$ cat src/hdl/rsfp_pkg.sv
`timescale 1ns / 1ps
`default_nettype none
// ----------------------------------------------------------------------------
// rsfp_pkg: shared types and constants for the frame header parser
// Holds the frame length width, byte class codes, register indexes and the
// structs that carry the parser state, configuration and per-byte result.
// ----------------------------------------------------------------------------
package rsfp_pkg;

  localparam int LEN_BITS  = 24;  // width of the saturating byte counter
  localparam int FLEN_BITS = 24;  // width of reported lengths
  // compare width that holds any count or length plus headroom
  localparam int CMP_BITS  = ((LEN_BITS > FLEN_BITS) ? LEN_BITS : FLEN_BITS) + 2;

  localparam int HDR_STREAM_BYTES = 4;
  localparam int HDR_BYTES        = 6;
  localparam int MLEN_BYTES       = 3;
  localparam int POS_BYTES        = 8;
  localparam int ERR_BYTES        = 4;

  localparam logic [2:0] KIND_HEADER   = 3'd0;
  localparam logic [2:0] KIND_META_LEN = 3'd1;
  localparam logic [2:0] KIND_METADATA = 3'd2;
  localparam logic [2:0] KIND_DATA     = 3'd3;
  localparam logic [2:0] KIND_POSITION = 3'd4;
  localparam logic [2:0] KIND_ERR_CODE = 3'd5;

  localparam int CFG_IDX_BITS  = 3;
  localparam int CFG_DATA_BITS = 10;
  localparam logic [CFG_IDX_BITS-1:0] REG_KEEPALIVE_CODE = 3'd0;
  localparam logic [CFG_IDX_BITS-1:0] REG_PAYLOAD_CODE   = 3'd1;
  localparam logic [CFG_IDX_BITS-1:0] REG_REQ_RESP_CODE  = 3'd2;
  localparam logic [CFG_IDX_BITS-1:0] REG_ERROR_CODE     = 3'd3;
  localparam logic [CFG_IDX_BITS-1:0] REG_META_FLAG_MASK = 3'd4;

  typedef struct packed {
    logic [5:0] keepalive_code;
    logic [5:0] payload_code;
    logic [5:0] req_resp_code;
    logic [5:0] error_code;
    logic [9:0] meta_flag_mask;
  } cfg_t;

  typedef struct packed {
    logic [LEN_BITS-1:0]  byte_count;
    logic [31:0]          stream;
    logic [15:0]          type_flags;
    logic [FLEN_BITS-1:0] meta_len;
    logic [63:0]          position;
  } state_t;

  typedef struct packed {
    logic [7:0]           data_byte;
    logic [2:0]           byte_kind;
    logic                 frame_end;
    logic                 frame_ok;
    logic [31:0]          stream_id;
    logic [5:0]           frame_type;
    logic [9:0]           flag_bits;
    logic                 metadata_present;
    logic [FLEN_BITS-1:0] metadata_len;
    logic [FLEN_BITS-1:0] data_len;
    logic [63:0]          keepalive_position;
  } result_t;

endpackage
`default_nettype wire

$ cat src/hdl/rsfp_if.sv
`timescale 1ns / 1ps
`default_nettype none
// ----------------------------------------------------------------------------
// rsfp_in_if / rsfp_out_if: valid/ready channels of the frame header parser
// The input channel carries raw frame bytes; the output channel carries the
// classified byte and the frame report.
// ----------------------------------------------------------------------------
interface rsfp_in_if;
  logic       valid;
  logic       ready;
  logic [7:0] byte_in;
  logic       last_byte;

  modport source (output valid, output byte_in, output last_byte, input ready);
  modport sink   (input valid, input byte_in, input last_byte, output ready);
endinterface

interface rsfp_out_if;
  import rsfp_pkg::*;
  logic                 valid;
  logic                 ready;
  logic [7:0]           data_byte;
  logic [2:0]           byte_kind;
  logic                 frame_end;
  logic                 frame_ok;
  logic [31:0]          stream_id;
  logic [5:0]           frame_type;
  logic [9:0]           flag_bits;
  logic                 metadata_present;
  logic [FLEN_BITS-1:0] metadata_len;
  logic [FLEN_BITS-1:0] data_len;
  logic [63:0]          keepalive_position;

  modport source (output valid, output data_byte, output byte_kind, output frame_end,
                  output frame_ok, output stream_id, output frame_type, output flag_bits,
                  output metadata_present, output metadata_len, output data_len,
                  output keepalive_position, input ready);
  modport sink   (input valid, input data_byte, input byte_kind, input frame_end,
                  input frame_ok, input stream_id, input frame_type, input flag_bits,
                  input metadata_present, input metadata_len, input data_len,
                  input keepalive_position, output ready);
endinterface
`default_nettype wire

$ cat src/hdl/rsfp_decode.sv
`timescale 1ns / 1ps
`default_nettype none
// ----------------------------------------------------------------------------
// rsfp_decode: per-byte classification and frame report logic
// Combinational next state and result for one frame byte, given the current
// header capture state and the type code configuration.
// ----------------------------------------------------------------------------
module rsfp_decode (
  input  rsfp_pkg::state_t  st_i,
  input  rsfp_pkg::cfg_t    cfg_i,
  input  logic [7:0]        byte_i,
  input  logic              last_i,
  output rsfp_pkg::state_t  st_o,
  output rsfp_pkg::result_t res_o
);
  import rsfp_pkg::*;

  logic [LEN_BITS-1:0] cnt;
  logic                oversize;
  logic [CMP_BITS-1:0] cnt_e;
  logic [CMP_BITS-1:0] off;
  logic [CMP_BITS-1:0] body;
  logic [CMP_BITS-1:0] meta_old_e;
  logic [CMP_BITS-1:0] meta_new_e;
  logic [CMP_BITS-1:0] dlen;
  logic [31:0]         stream_d;
  logic [15:0]         type_flags_d;
  logic [5:0]          ftype;
  logic [9:0]          flags;
  logic                is_ka;
  logic                is_pr;
  logic                is_err;
  logic                has_meta;
  logic                in_body;
  logic                ok;
  logic                mpres;
  logic [63:0]         pos;
  logic [2:0]          kind;
  state_t              nxt;

  assign cnt        = st_i.byte_count;
  assign oversize   = &cnt;
  assign cnt_e      = CMP_BITS'(cnt);
  assign off        = cnt_e - CMP_BITS'(HDR_BYTES);
  assign body       = cnt_e + CMP_BITS'(1) - CMP_BITS'(HDR_BYTES);
  assign meta_old_e = CMP_BITS'(st_i.meta_len);
  assign in_body    = (cnt >= LEN_BITS'(HDR_BYTES));

  assign stream_d     = (cnt < LEN_BITS'(HDR_STREAM_BYTES)) ?
                        {st_i.stream[23:0], byte_i} : st_i.stream;
  assign type_flags_d = (cnt >= LEN_BITS'(HDR_STREAM_BYTES) && !in_body) ?
                        {st_i.type_flags[7:0], byte_i} : st_i.type_flags;

  assign ftype    = type_flags_d[15:10];
  assign flags    = type_flags_d[9:0];
  assign is_ka    = (ftype == cfg_i.keepalive_code);
  assign is_pr    = !is_ka && (ftype == cfg_i.payload_code || ftype == cfg_i.req_resp_code);
  assign is_err   = !is_ka && !is_pr && (ftype == cfg_i.error_code);
  assign has_meta = |(flags & cfg_i.meta_flag_mask);

  // classify the byte and shift header and body fields into their capture registers
  always_comb begin
    nxt            = st_i;
    nxt.stream     = stream_d;
    nxt.type_flags = type_flags_d;
    kind           = KIND_HEADER;
    if (in_body) begin
      if (is_ka) begin
        if (off < CMP_BITS'(POS_BYTES)) begin
          kind         = KIND_POSITION;
          nxt.position = {st_i.position[55:0], byte_i};
        end else begin
          kind = KIND_DATA;
        end
      end else if (is_pr && has_meta) begin
        if (off < CMP_BITS'(MLEN_BYTES)) begin
          kind         = KIND_META_LEN;
          nxt.meta_len = {st_i.meta_len[FLEN_BITS-9:0], byte_i};
        end else if (off - CMP_BITS'(MLEN_BYTES) < meta_old_e) begin
          kind = KIND_METADATA;
        end else begin
          kind = KIND_DATA;
        end
      end else if (is_err) begin
        kind = (off < CMP_BITS'(ERR_BYTES)) ? KIND_ERR_CODE : KIND_DATA;
      end else begin
        kind = KIND_DATA;
      end
    end
  end

  assign meta_new_e = CMP_BITS'(nxt.meta_len);

  // frame report on the last byte
  always_comb begin
    ok    = !oversize && (cnt >= LEN_BITS'(HDR_BYTES - 1));
    mpres = 1'b0;
    dlen  = '0;
    pos   = '0;
    if (is_ka) begin
      if (body >= CMP_BITS'(POS_BYTES)) begin
        pos  = nxt.position;
        dlen = body - CMP_BITS'(POS_BYTES);
      end
    end else if (is_pr) begin
      if (has_meta) begin
        if (body < CMP_BITS'(MLEN_BYTES) || CMP_BITS'(MLEN_BYTES) + meta_new_e > body) begin
          ok = 1'b0;
        end else begin
          mpres = 1'b1;
          dlen  = body - CMP_BITS'(MLEN_BYTES) - meta_new_e;
        end
      end else begin
        dlen = body;
      end
    end else if (is_err) begin
      if (body >= CMP_BITS'(ERR_BYTES)) begin
        dlen = body - CMP_BITS'(ERR_BYTES);
      end
    end else begin
      dlen = body;
    end
  end

  always_comb begin
    res_o           = '0;
    res_o.data_byte = byte_i;
    res_o.byte_kind = kind;
    if (last_i) begin
      res_o.frame_end  = 1'b1;
      res_o.frame_ok   = ok;
      res_o.stream_id  = stream_d;
      res_o.frame_type = ftype;
      res_o.flag_bits  = flags;
      if (ok) begin
        res_o.metadata_present   = mpres;
        res_o.metadata_len       = mpres ? nxt.meta_len : '0;
        res_o.data_len           = dlen[FLEN_BITS-1:0];
        res_o.keepalive_position = pos;
      end
    end
  end

  // clear after the last byte; hold the count once saturated
  always_comb begin
    st_o = nxt;
    if (last_i) begin
      st_o = '0;
    end else if (!oversize) begin
      st_o.byte_count = cnt + LEN_BITS'(1);
    end
  end

endmodule
`default_nettype wire

$ cat src/hdl/rsocket_frame_parser.sv
`timescale 1ns / 1ps
`default_nettype none
// Each accepted byte's result is registered and shown on the output channel in the next cycle.
// Throughput: one byte per cycle; the single result register accepts a new
// byte whenever it is empty or its transaction completes in the same cycle.
// Reset: clears the frame capture state and the output valid, and loads the
// type code registers with their defaults (3, 10, 4, 11, mask 0x100).
// ----------------------------------------------------------------------------
// rsocket_frame_parser: byte-serial frame header parser
// Captures the header, classes each byte and reports the frame on its last byte.
// ----------------------------------------------------------------------------
module rsocket_frame_parser (
  input  logic                                clk_i,
  input  logic                                rst_ni,
  input  logic                                cfg_we_i,
  input  logic [rsfp_pkg::CFG_IDX_BITS-1:0]   cfg_idx_i,
  input  logic [rsfp_pkg::CFG_DATA_BITS-1:0]  cfg_wdata_i,
  rsfp_in_if.sink                             in_i,
  rsfp_out_if.source                          out_o
);
  import rsfp_pkg::*;

  cfg_t    cfg_q;
  state_t  st_q;
  state_t  st_d;
  result_t res_q;
  result_t res_d;
  logic    valid_q;
  logic    accept;

  assign in_i.ready = !valid_q || out_o.ready;
  assign accept     = in_i.valid && in_i.ready;

  rsfp_decode u_decode (
    .st_i   (st_q),
    .cfg_i  (cfg_q),
    .byte_i (in_i.byte_in),
    .last_i (in_i.last_byte),
    .st_o   (st_d),
    .res_o  (res_d)
  );

  always_ff @(posedge clk_i or negedge rst_ni) begin
    if (!rst_ni) begin
      cfg_q.keepalive_code <= 6'd3;
      cfg_q.payload_code   <= 6'd10;
      cfg_q.req_resp_code  <= 6'd4;
      cfg_q.error_code     <= 6'd11;
      cfg_q.meta_flag_mask <= 10'd256;
    end else if (cfg_we_i) begin
      case (cfg_idx_i)
        REG_KEEPALIVE_CODE: cfg_q.keepalive_code <= cfg_wdata_i[5:0];
        REG_PAYLOAD_CODE:   cfg_q.payload_code   <= cfg_wdata_i[5:0];
        REG_REQ_RESP_CODE:  cfg_q.req_resp_code  <= cfg_wdata_i[5:0];
        REG_ERROR_CODE:     cfg_q.error_code     <= cfg_wdata_i[5:0];
        REG_META_FLAG_MASK: cfg_q.meta_flag_mask <= cfg_wdata_i[9:0];
        default: ;
      endcase
    end
  end

  always_ff @(posedge clk_i or negedge rst_ni) begin
    if (!rst_ni) begin
      st_q    <= '0;
      valid_q <= 1'b0;
    end else if (accept) begin
      st_q    <= st_d;
      valid_q <= 1'b1;
    end else if (out_o.ready) begin
      valid_q <= 1'b0;
    end
  end

  // hold the result until its transaction completes
  always_ff @(posedge clk_i) begin
    if (accept) begin
      res_q <= res_d;
    end
  end

  assign out_o.valid              = valid_q;
  assign out_o.data_byte          = res_q.data_byte;
  assign out_o.byte_kind          = res_q.byte_kind;
  assign out_o.frame_end          = res_q.frame_end;
  assign out_o.frame_ok           = res_q.frame_ok;
  assign out_o.stream_id          = res_q.stream_id;
  assign out_o.frame_type         = res_q.frame_type;
  assign out_o.flag_bits          = res_q.flag_bits;
  assign out_o.metadata_present   = res_q.metadata_present;
  assign out_o.metadata_len       = res_q.metadata_len;
  assign out_o.data_len           = res_q.data_len;
  assign out_o.keepalive_position = res_q.keepalive_position;

endmodule
`default_nettype wire
$ cat src/flat_wrapper.sv
// flat-port wrapper written by rule: the top's interface ports become plain ports
module rsocket_frame_parser_flat import rsfp_pkg::*;
  (clk_i, rst_ni, cfg_we_i, cfg_idx_i, cfg_wdata_i, in_i_valid, in_i_byte_in, in_i_last_byte, in_i_ready, out_o_valid, out_o_data_byte, out_o_byte_kind, out_o_frame_end, out_o_frame_ok, out_o_stream_id, out_o_frame_type, out_o_flag_bits, out_o_metadata_present, out_o_metadata_len, out_o_data_len, out_o_keepalive_position, out_o_ready);
  rsfp_in_if in_i_i ();
  rsfp_out_if out_o_i ();
  input  logic clk_i;
  input  logic rst_ni;
  input  logic cfg_we_i;
  input  logic [rsfp_pkg::CFG_IDX_BITS-1:0] cfg_idx_i;
  input  logic [rsfp_pkg::CFG_DATA_BITS-1:0] cfg_wdata_i;
  input wire logic [$bits(in_i_i.valid)-1:0] in_i_valid;
  input wire logic [$bits(in_i_i.byte_in)-1:0] in_i_byte_in;
  input wire logic [$bits(in_i_i.last_byte)-1:0] in_i_last_byte;
  output wire logic [$bits(in_i_i.ready)-1:0] in_i_ready;
  output wire logic [$bits(out_o_i.valid)-1:0] out_o_valid;
  output wire logic [$bits(out_o_i.data_byte)-1:0] out_o_data_byte;
  output wire logic [$bits(out_o_i.byte_kind)-1:0] out_o_byte_kind;
  output wire logic [$bits(out_o_i.frame_end)-1:0] out_o_frame_end;
  output wire logic [$bits(out_o_i.frame_ok)-1:0] out_o_frame_ok;
  output wire logic [$bits(out_o_i.stream_id)-1:0] out_o_stream_id;
  output wire logic [$bits(out_o_i.frame_type)-1:0] out_o_frame_type;
  output wire logic [$bits(out_o_i.flag_bits)-1:0] out_o_flag_bits;
  output wire logic [$bits(out_o_i.metadata_present)-1:0] out_o_metadata_present;
  output wire logic [$bits(out_o_i.metadata_len)-1:0] out_o_metadata_len;
  output wire logic [$bits(out_o_i.data_len)-1:0] out_o_data_len;
  output wire logic [$bits(out_o_i.keepalive_position)-1:0] out_o_keepalive_position;
  input wire logic [$bits(out_o_i.ready)-1:0] out_o_ready;
  assign in_i_i.valid = in_i_valid;
  assign in_i_i.byte_in = in_i_byte_in;
  assign in_i_i.last_byte = in_i_last_byte;
  assign in_i_ready = in_i_i.ready;
  assign out_o_valid = out_o_i.valid;
  assign out_o_data_byte = out_o_i.data_byte;
  assign out_o_byte_kind = out_o_i.byte_kind;
  assign out_o_frame_end = out_o_i.frame_end;
  assign out_o_frame_ok = out_o_i.frame_ok;
  assign out_o_stream_id = out_o_i.stream_id;
  assign out_o_frame_type = out_o_i.frame_type;
  assign out_o_flag_bits = out_o_i.flag_bits;
  assign out_o_metadata_present = out_o_i.metadata_present;
  assign out_o_metadata_len = out_o_i.metadata_len;
  assign out_o_data_len = out_o_i.data_len;
  assign out_o_keepalive_position = out_o_i.keepalive_position;
  assign out_o_i.ready = out_o_ready;
  rsocket_frame_parser u_core (.clk_i(clk_i), .rst_ni(rst_ni), .cfg_we_i(cfg_we_i), .cfg_idx_i(cfg_idx_i), .cfg_wdata_i(cfg_wdata_i), .in_i(in_i_i), .out_o(out_o_i));
endmodule
$ cat config.mk
export PLATFORM = sky130hd
export DESIGN_NAME = rsocket_frame_parser_flat
export DESIGN_NICKNAME = d
export VERILOG_FILES = /design/src/hdl/rsfp_pkg.sv /design/src/hdl/rsfp_if.sv /design/src/hdl/rsfp_decode.sv /design/src/hdl/rsocket_frame_parser.sv /design/src/flat_wrapper.sv
export SDC_FILE = /design/constraint.sdc
export NUM_CORES = 1
export LEC_CHECK = 0
export BUFFER_PORTS_ARGS = -buffer_cell sky130_fd_sc_hd__buf_2
export CORE_MARGIN = 2
export CORE_UTILIZATION = 45
export DETAILED_ROUTE_END_ITERATION = 10
export PLACE_DENSITY = 0.63
export REMOVE_ABC_BUFFERS = 1
export SYNTH_ARGS = -nofsm -noshare
export SYNTH_HDL_FRONTEND = slang
export SYNTH_SLANG_ARGS = --single-unit
$ cat constraint.sdc
create_clock -name clk_i -period 6.6 [get_ports clk_i]
set_input_delay 1.32 -clock clk_i [delete_from_list [all_inputs] [get_ports clk_i]]
set_output_delay 1.32 -clock clk_i [all_outputs]
set_load 0.01 [all_outputs]
Word level (Yosys, flattened, before mapping)
Cells that the tools add are included.
Word-level totals
  word-level logic and storage cells: 122
  input bits: 27
  output and inout bits: 176
  register bits after elaboration: 369
Operators by class
  equality and inequality tests: 9
  muxes and demuxes: 40
  bitwise operators: 1
  reduce and logical (&&, ||, !) cells: 28
  add/subtract/negate cells: 10
  magnitude comparators: 12
Operators by type and width (count)
  2-to-1 mux 24 bit: 13
  2-to-1 mux 64 bit: 4
  2-to-1 mux 163 bit: 1
  2-to-1 mux 136 bit: 1
  2-to-1 mux 113 bit: 1
  2-to-1 mux 88 bit: 1
  greater-or-equal comparator 24 x 3 -> 1 bit, second input constant: 3
  less-than comparator 26 x 2 -> 1 bit, second input constant: 2
  subtractor 25 x 3 -> 26 bit, second input constant: 2
  2-to-1 mux 32 bit: 1
  greater-or-equal comparator 26 x 3 -> 1 bit, second input constant: 1
  greater-or-equal comparator 26 x 4 -> 1 bit, second input constant: 1
  > comparator 25 x 26 -> 1 bit: 1
  less-than comparator 26 x 24 -> 1 bit: 1
  less-than comparator 26 x 3 -> 1 bit, second input constant: 1
  less-than comparator 26 x 4 -> 1 bit, second input constant: 1
  adder 2 x 24 -> 25 bit, first input constant: 1
  adder 24 x 1 -> 25 bit, second input constant: 1
  subtractor 24 x 3 -> 25 bit, second input constant: 1
  adder 24 x 1 -> 24 bit, second input constant: 1
  equality test 6 bit: 4
  less-than comparator 24 x 3 -> 1 bit, second input constant: 1
  AND reduction 24 bit: 1
  subtractor 24 x 2 -> 24 bit, second input constant: 1
  other kinds (21): 54

Longest topological paths before layout
Gate-level depths: netlist of the first run.
  word-level depth: 21
  depth in mapped cells: 33
  gate-level depth less buffers: 27

Cells and area by module
Synthesis of the first run repeated with hierarchy kept, for this count alone.
Unflattened totals
  cells, all modules: 2307
  area, all modules: 23784.1 µm²
By module, submodules not included
  rsocket_frame_parser: times used 1, cells an instance 592, area each 12902.4 µm²
  rsfp_decode: times used 1, cells an instance 1715, area each 10881.7 µm²

Worst setup path before layout of the first run
OpenSTA, ideal clock, no wires.
  kind: input to register
  start point: in out_o_ready
  end point: reg u_core.res_q (netlist bit u_core.out_o.byte_kind[0]), enable pin
  path slack: -925 ps
  path buffers: 2
  library setup time: 606 ps
  arrival: 6920 ps
  stages on the path: 5
  cell sequence: nand2b_1 > nand2_1 > inv_1 > clkbuf_1 > buf_1
Between the ends
  cells in the longest elaborated chain, start to end: 2
RTL lines
  start: declaration: line flat_wrapper.sv:27  | input wire logic [$bits(out_o_i.ready)-1:0] out_o_ready;
  logical OR 1 bit: line rsocket_frame_parser.sv:31  | assign in_i.ready = !valid_q || out_o.ready;
  logical AND 1 bit: line rsocket_frame_parser.sv:32  | assign accept = in_i.valid && in_i.ready;
  net u_core.accept: line rsocket_frame_parser.sv:29  | logic accept;
  end signal: assignment: line rsocket_frame_parser.sv:77  | res_q <= res_d;
  end: declaration: line rsocket_frame_parser.sv:26  | result_t res_q;
The timed path passes the listed nets, and every way through them passes these cells.
A chain may end at the register's enable or synchronous reset.

Worst setup path in the final report of the first run
  start point: reg u_core.st_q[137] (netlist bit)
  end point: reg u_core.res_q (netlist bit u_core.out_o.data_len[23]), data pin
Between the ends
  cells in the longest elaborated chain, start to end: 19
RTL lines
  start: declaration: line rsocket_frame_parser.sv:24  | state_t st_q;
  start signal: assignment: line rsocket_frame_parser.sv:67  | st_q <= st_d;
  parallel branches: the longest is 19 deep, another holds less-than comparator 26 x 2 -> 1 bit
Parallel ways; which one is timed is not known.

==> results of run 1 <==
[worst max path at each step]
stage                     depth (start not counted)                          from                                       to
final                                            30  u_core.st_q[137]$_DFFE_PN0P_  u_core.out_o.data_len[23]$_SDFFCE_PN0P_
after CTS                                        31  u_core.st_q[143]$_DFFE_PN0P_  u_core.out_o.data_len[19]$_SDFFCE_PN0P_
after global placement                           25               in_i_byte_in[1]  u_core.out_o.data_len[16]$_SDFFCE_PN0P_
after detailed placement                         28               in_i_byte_in[1]  u_core.out_o.data_len[19]$_SDFFCE_PN0P_
after floorplan                                   8  u_core.st_q[139]$_DFFE_PN0P_               u_core.st_q[0]$_DFFE_PN0P_
after global routing                             30  u_core.st_q[138]$_DFFE_PN0P_  u_core.out_o.data_len[23]$_SDFFCE_PN0P_
[layout make-up]
cell class	instances	area (sq um)
Clock inverter	21	224
Fill cell	4414	22300
Clock buffer	58	1150
Inverter	124	475
Timing Repair Buffer	407	2590
Multi-Input combinational cell	1674	11200
Sequential cell	369	10100
Antenna cell	3	7.51
Tap cell	664	831
[per-layer routing]
layer | part of all wire | routed length (microns) | global-route usage
met4 | 0.033 | 2450 | 0.0974
met1 | 0.45 | 33100 | 0.416
met5 | 0.00038 | 28 | 0
met3 | 0.073 | 5420 | 0.0435
met2 | 0.45 | 33200 | 0.442
[what timing repair did]
action	CTS	global route
endpoints found under the setup margin	38	50
buffers inserted	3	13
gates resized for setup	0	38
pin swaps	4	18
endpoints found under the hold margin	0	0
[kinds of logic (layout without fill, tap and decap cells)]
| group | count (synthesis) | after routing | share of synthesized area |
|---|---|---|---|
| AND/OR/NAND/NOR | 794 | 794 | 0.172 |
| AO/OA/AOI/OAI | 571 | 571 | 0.177 |
| flip-flops | 369 | 369 | 0.455 |
| buffers and inverters | 270 | 610 | 0.0487 |
| XOR/XNOR | 149 | 149 | 0.0591 |
| adder cells (fa/ha/maj) | 108 | 108 | 0.0612 |
| multiplexers | 52 | 52 | 0.0260 |
| other | 0 | 3 | 0 |
[Yosys cell counts (all sizes together), types with 30 or more instances]
cell type  count
edfxtp       174
mux2          36
a22o          87
inv          124
nor3          30
a21oi        150
nor2         155
ha           107
nand2        350
o21ai         88
clkbuf       106
o22ai         31
nand4         36
xnor2        110
nand3         58
a21boi        81
buf           40
dfrtp        186
xor2          39
[state kept, by name, indices dropped and copies added (netlist names)]
| signal | cells |
|---|---|
| u_core.out_o.stream_id | 32 |
| u_core.out_o.frame_end | 1 |
| u_core.st_q | 160 |
| u_core.out_o.byte_kind | 3 |
| u_core.out_o.frame_type | 6 |
| u_core.out_o.valid | 1 |
| u_core.out_o.data_byte | 8 |
| u_core.cfg_q | 34 |
| u_core.out_o.keepalive_position | 64 |
| u_core.out_o.frame_ok | 1 |
| u_core.out_o.metadata_len | 24 |
| u_core.out_o.flag_bits | 10 |
| u_core.out_o.data_len | 24 |
| u_core.out_o.metadata_present | 1 |
[stage by stage]
stage	hold slack (ps)	setup WS [ps]	power [uW]
final	494	172	6600
after global routing	532	-85.4	6870
after CTS	493	2.44	6600
after detailed placement	471	-355	4250
after global placement	461	-240	4230
after floorplan	450	-5400	3580
[worst max-delay path, delay by kind of cell, from the launching register on]
family	cells	cell delay, ps
compound gates	8	1280
xor+xnor	1	130
fa+ha+maj	3	730
buf+inv	5	740
flops	1	380
mux	1	210
simple gates	12	2790
[report_power, final]
group / internal [uW] / total, uW / switching [uW]
Sequential: 2600 / 2720 / 127
Combinational: 560 / 1530 / 975
Clock: 1330 / 2340 / 1010
Total: 4480 / 6600 / 2110
==> run metrics, run 1 <==
vias in the first global route 18435; Synth Area per Inst 9.61 sq um; synth-to-layout area growth 19.7%; die width 226 microns; Synth top area share 0.235; main area contributors after synthesis edfxtp_1 (24%), dfrtp_1 (21%), ha_1 (6.0%), nand2_1 (5.9%), xnor2_1 (4.3%); worst vdd ir 0.201 mV; die area 0.0512 sq mm; gr ovfl total 0; Final Slew Violations 0; Tcrit/Tclk final 0.974; final hold violations 0; final core occ 0.544; DR pass1 iterations 6; via count 19306; P_leak 0.0111 uW; largest net degree at the start of global routing 111; Worst Hold Class reg2reg; Final HPWL DP 54500 microns; critical hold path startpoint u_core.st_q[130]$_DFFE_PN0P_; fin crit period 6430 ps; Post-synth EDFFs 174; cts bufs inserted 43; IO Count 203; R2R Path Start u_core.st_q[137]$_DFFE_PN0P_; hold-critical path depth 2; Fin Setup TNS 0 ps; die height 226 microns; Req. time, crit path 7030 ps; outcome complete, no violations; nets 2754; share of cells above drive strength 1 0.224; global-route wire length before repair 112000 microns; Skew-Pair Late Insertion Delay 600 ps; worst r2r path cells 30; endpoints failing setup 0; Seq cells post-synth 369; Post-DP Area 0.0249 sq mm; Synth warnings 0; Least-Margin Pin Slew 1010 ps; fin area 0.0266 sq mm; clock-pin slew of the registers on the worst-case setup and hold paths 60 ps; GRT Total Usage 0.288; commonest non-fill, non-tap cells in the layout nand2_1 (349), buf_2 (201), buf_4 (200); Via density 5.82; Post-Syn Area 0.0222 sq mm; hold endpoint u_core.st_q[130]$_DFFE_PN0P_; dpl cells 3222; relative slew slack 0.323; remaining antenna violation count 0; crit-path max FO 6; Synth Flop Type dfrtp_1; Initial Util 0.455; slowest stage delay, CP 570 ps; Setup crit end kind register; Placer Congestion 0.976; Synth Instances 2313; initial antenna violation count 5; TritonCTS clock tree done; clk sink count 369; Synth area leader edfxtp_1; Cell variety after synth 95; fmax 0.156 GHz; post-synthesis sequential area ratio 0.455; Total Routed Length 74200 microns; port bufs 202; max_cap viols 0; final clock skew 34.5 ps; Worst EP arrival 6860 ps; CP Class reg2reg; Top cell by count, worst path buf_4; core area 0.0488 sq mm; DRT iter0 DRCs 1900; critical-path cell with the highest stage delay or4_4; FF-to-FF End u_core.out_o.data_len[23]$_SDFFCE_PN0P_; most common cell after layout, fill and taps aside nand2_1; reg2reg setup slack 170 ps; row count 81; Pwr per Cell Area 248 mW/mm^2; Max clock buf depth 3; post-route insts no fill 3320; Routed WL per cell 22.3 microns; Post-route DRC 0; RSZ-0062 raised after global routing yes; ys async rst share 0.528; Critical Path Start Type register; H-tree depth 2; hold buffers post-CTS 0; root buf cell clkbuf_16
Note: power is estimated with default switching activity, not from simulation.
==> run 2: changes to the inputs <==
--- a/config.mk
+++ b/config.mk
@@ -6,10 +6,11 @@
 export NUM_CORES = 1
 export LEC_CHECK = 0
 export BUFFER_PORTS_ARGS = -buffer_cell sky130_fd_sc_hd__buf_2
+export CORE_ASPECT_RATIO = 0.9
 export CORE_MARGIN = 2
-export CORE_UTILIZATION = 45
+export CORE_UTILIZATION = 50
 export DETAILED_ROUTE_END_ITERATION = 10
-export PLACE_DENSITY = 0.63
+export PLACE_DENSITY = 0.69
 export REMOVE_ABC_BUFFERS = 1
 export SYNTH_ARGS = -nofsm -noshare
 export SYNTH_HDL_FRONTEND = slang
==> run metrics, run 2 (same netlist as run 1, synthesis figures left out) <==
clk sink count 369; n_diodes 0; sw power 2050 uW; synth-to-layout area growth 18.4%; Skew-Pair Late Insertion Delay 590 ps; most common cell after layout, fill and taps aside nand2_1; die width 226 microns; Setup crit end kind register; fmax 0.159 GHz; Worst Hold Class reg2reg; Fin Setup TNS 0 ps; Net Sw Frac 0.320; global-route wire length before repair 110000 microns; nets 2744; outcome complete, no violations; TritonCTS clock tree done; cts bufs inserted 40; hold buffers post-CTS 0; Worst EP arrival 6710 ps; relative slew slack 0.151; final clock skew 18.3 ps; worst vdd ir 0.188 mV; endpoints failing setup 0; Via density 5.96; met2 Track Usage GR 0.462; core area 0.0440 sq mm; row count 73; Placer Congestion 0.997; commonest non-fill, non-tap cells in the layout nand2_1 (348), buf_2 (201), buf_4 (194); RSZ-0062 raised after global routing no; Pwr per Cell Area 244 mW/mm^2; final hold violations 0; slowest stage delay, CP 420 ps; PnR Total Power 6420 uW; Top cell by count, worst path buf_4; Int Power 4370 uW; die area 0.0461 sq mm; GRT met1 Usage 0.449; IO Count 203; Tcrit/Tclk final 0.955; DR pass1 iterations 6; final core occ 0.598; H-tree depth 2; sequential share of power 0.425; port bufs 202; Max clock buf depth 3; root buf cell clkbuf_16; fin crit period 6300 ps; clock share of power 0.341; share of cells above drive strength 1 0.217; P_leak 0.0111 uW; clock-pin slew of the registers on the worst-case setup and hold paths 60 ps; Setup WS post-layout 297 ps; max_cap viols 0; most flop-heavy register u_core.st_q; remaining antenna violation count 0; Combinational Power Share 0.233; crit-path max FO 11; Req. time, crit path 7010 ps; Post-route DRC 0; die height 204 microns; GR Util met3 0.0842; vias in the first global route 18248; gr ovfl total 0; DRT iter0 DRCs 2037; Total Routed Length 73200 microns; GRT Total Usage 0.315; Routed WL per cell 22.6 microns; CP Class reg2reg; largest net degree at the start of global routing 114; global routing's busiest layer met2; Least-Margin Pin Slew 1270 ps; max FFs per register 160; Final HPWL DP 53700 microns; Initial Util 0.505; critical-path cell with the highest stage delay dfrtp_1; Critical Path Start Type register; via count 19325; Final Slew Violations 0; initial antenna violation count 2; DP Worst Slack -251 ps
run 2: cell types whose count changed in the layout (fill, tap and decap cells not counted), moves of 3 or more:
cell | previous run | this run
clkinv_1 | 5 | 2
a21oi_2 | 8 | 11
clkbuf_16 | 44 | 40
clkbuf_8 | 1 | 8
buf_4 | 200 | 194
diode_2 | 3 | 0
run 2: what timing repair did:
item	CTS	global route
pin swaps	2	10
setup buffers	1	3
resized for setup	5	25
setup endpoints to repair	35	50
run 2: path summary, 6_finish.rpt:
check                                                  start                                       to  cells past startpoint  slack (ps)
worst max-delay path            u_core.st_q[137]$_DFFE_PN0P_  u_core.out_o.data_len[23]$_SDFFCE_PN0P_                     29         300
worst min-delay path            u_core.st_q[129]$_DFFE_PN0P_             u_core.st_q[129]$_DFFE_PN0P_                      2         480
worst max register to register  u_core.st_q[137]$_DFFE_PN0P_  u_core.out_o.data_len[23]$_SDFFCE_PN0P_                     29         300
worst min register to register  u_core.st_q[129]$_DFFE_PN0P_             u_core.st_q[129]$_DFFE_PN0P_                      2         480
max in group asynchronous                             rst_ni             u_core.st_q[138]$_DFFE_PN0P_                      2        4640
min in group asynchronous                             rst_ni              u_core.st_q[61]$_DFFE_PN0P_                      1         820
run 2: power groups by stage:
stage	clock [uW]	combinational, uW	sequential [uW]
global placement	0	1430	2770
detailed placement	0	1450	2770
finish	2190	1500	2730
CTS	2220	1450	2730
floorplan	0	797	2780
global route	2310	1620	2750
run 2: through the flow:
step	area [sq um]	std cells	hold WS (ps)
2_1_floorplan	21600	2167	450
3_3_place_gp	24900	3163	465
3_5_place_dp	24900	3163	471
4_1_cts	26200	3238	484
5_1_grt	26300	3241	508
6_report	26300	3241	482
run 2: critical path: cells and delay by family, from the launching register on:
family | cells | cell delay (ps)
multiplexers | 2 | 490
AND/OR/NAND/NOR | 11 | 2290
AO/OA/AOI/OAI | 8 | 1430
XOR/XNOR | 1 | 120
buffers and inverters | 4 | 690
adder cells (fa/ha/maj) | 3 | 700
flip-flops | 1 | 420
run 2: area by class of cell:
cell class / instances / area (sq um)
repair buffers: 400 / 2540
clock inverters: 13 / 121
fillers: 3778 / 17700
inverters: 124 / 475
well taps: 600 / 751
flip-flops and latches: 369 / 10100
multi-input cells: 1674 / 11200
clock buffers: 61 / 1150
run 2: per-layer routing:
| layer | vias up | wire, microns |
|---|---|---|
| li1 | 8855 | - |
| met1 | 9456 | 32000 |
| met2 | 869 | 31900 |
| met3 | 143 | 6870 |
| met4 | 2 | 2480 |
| met5 | - | 7 |
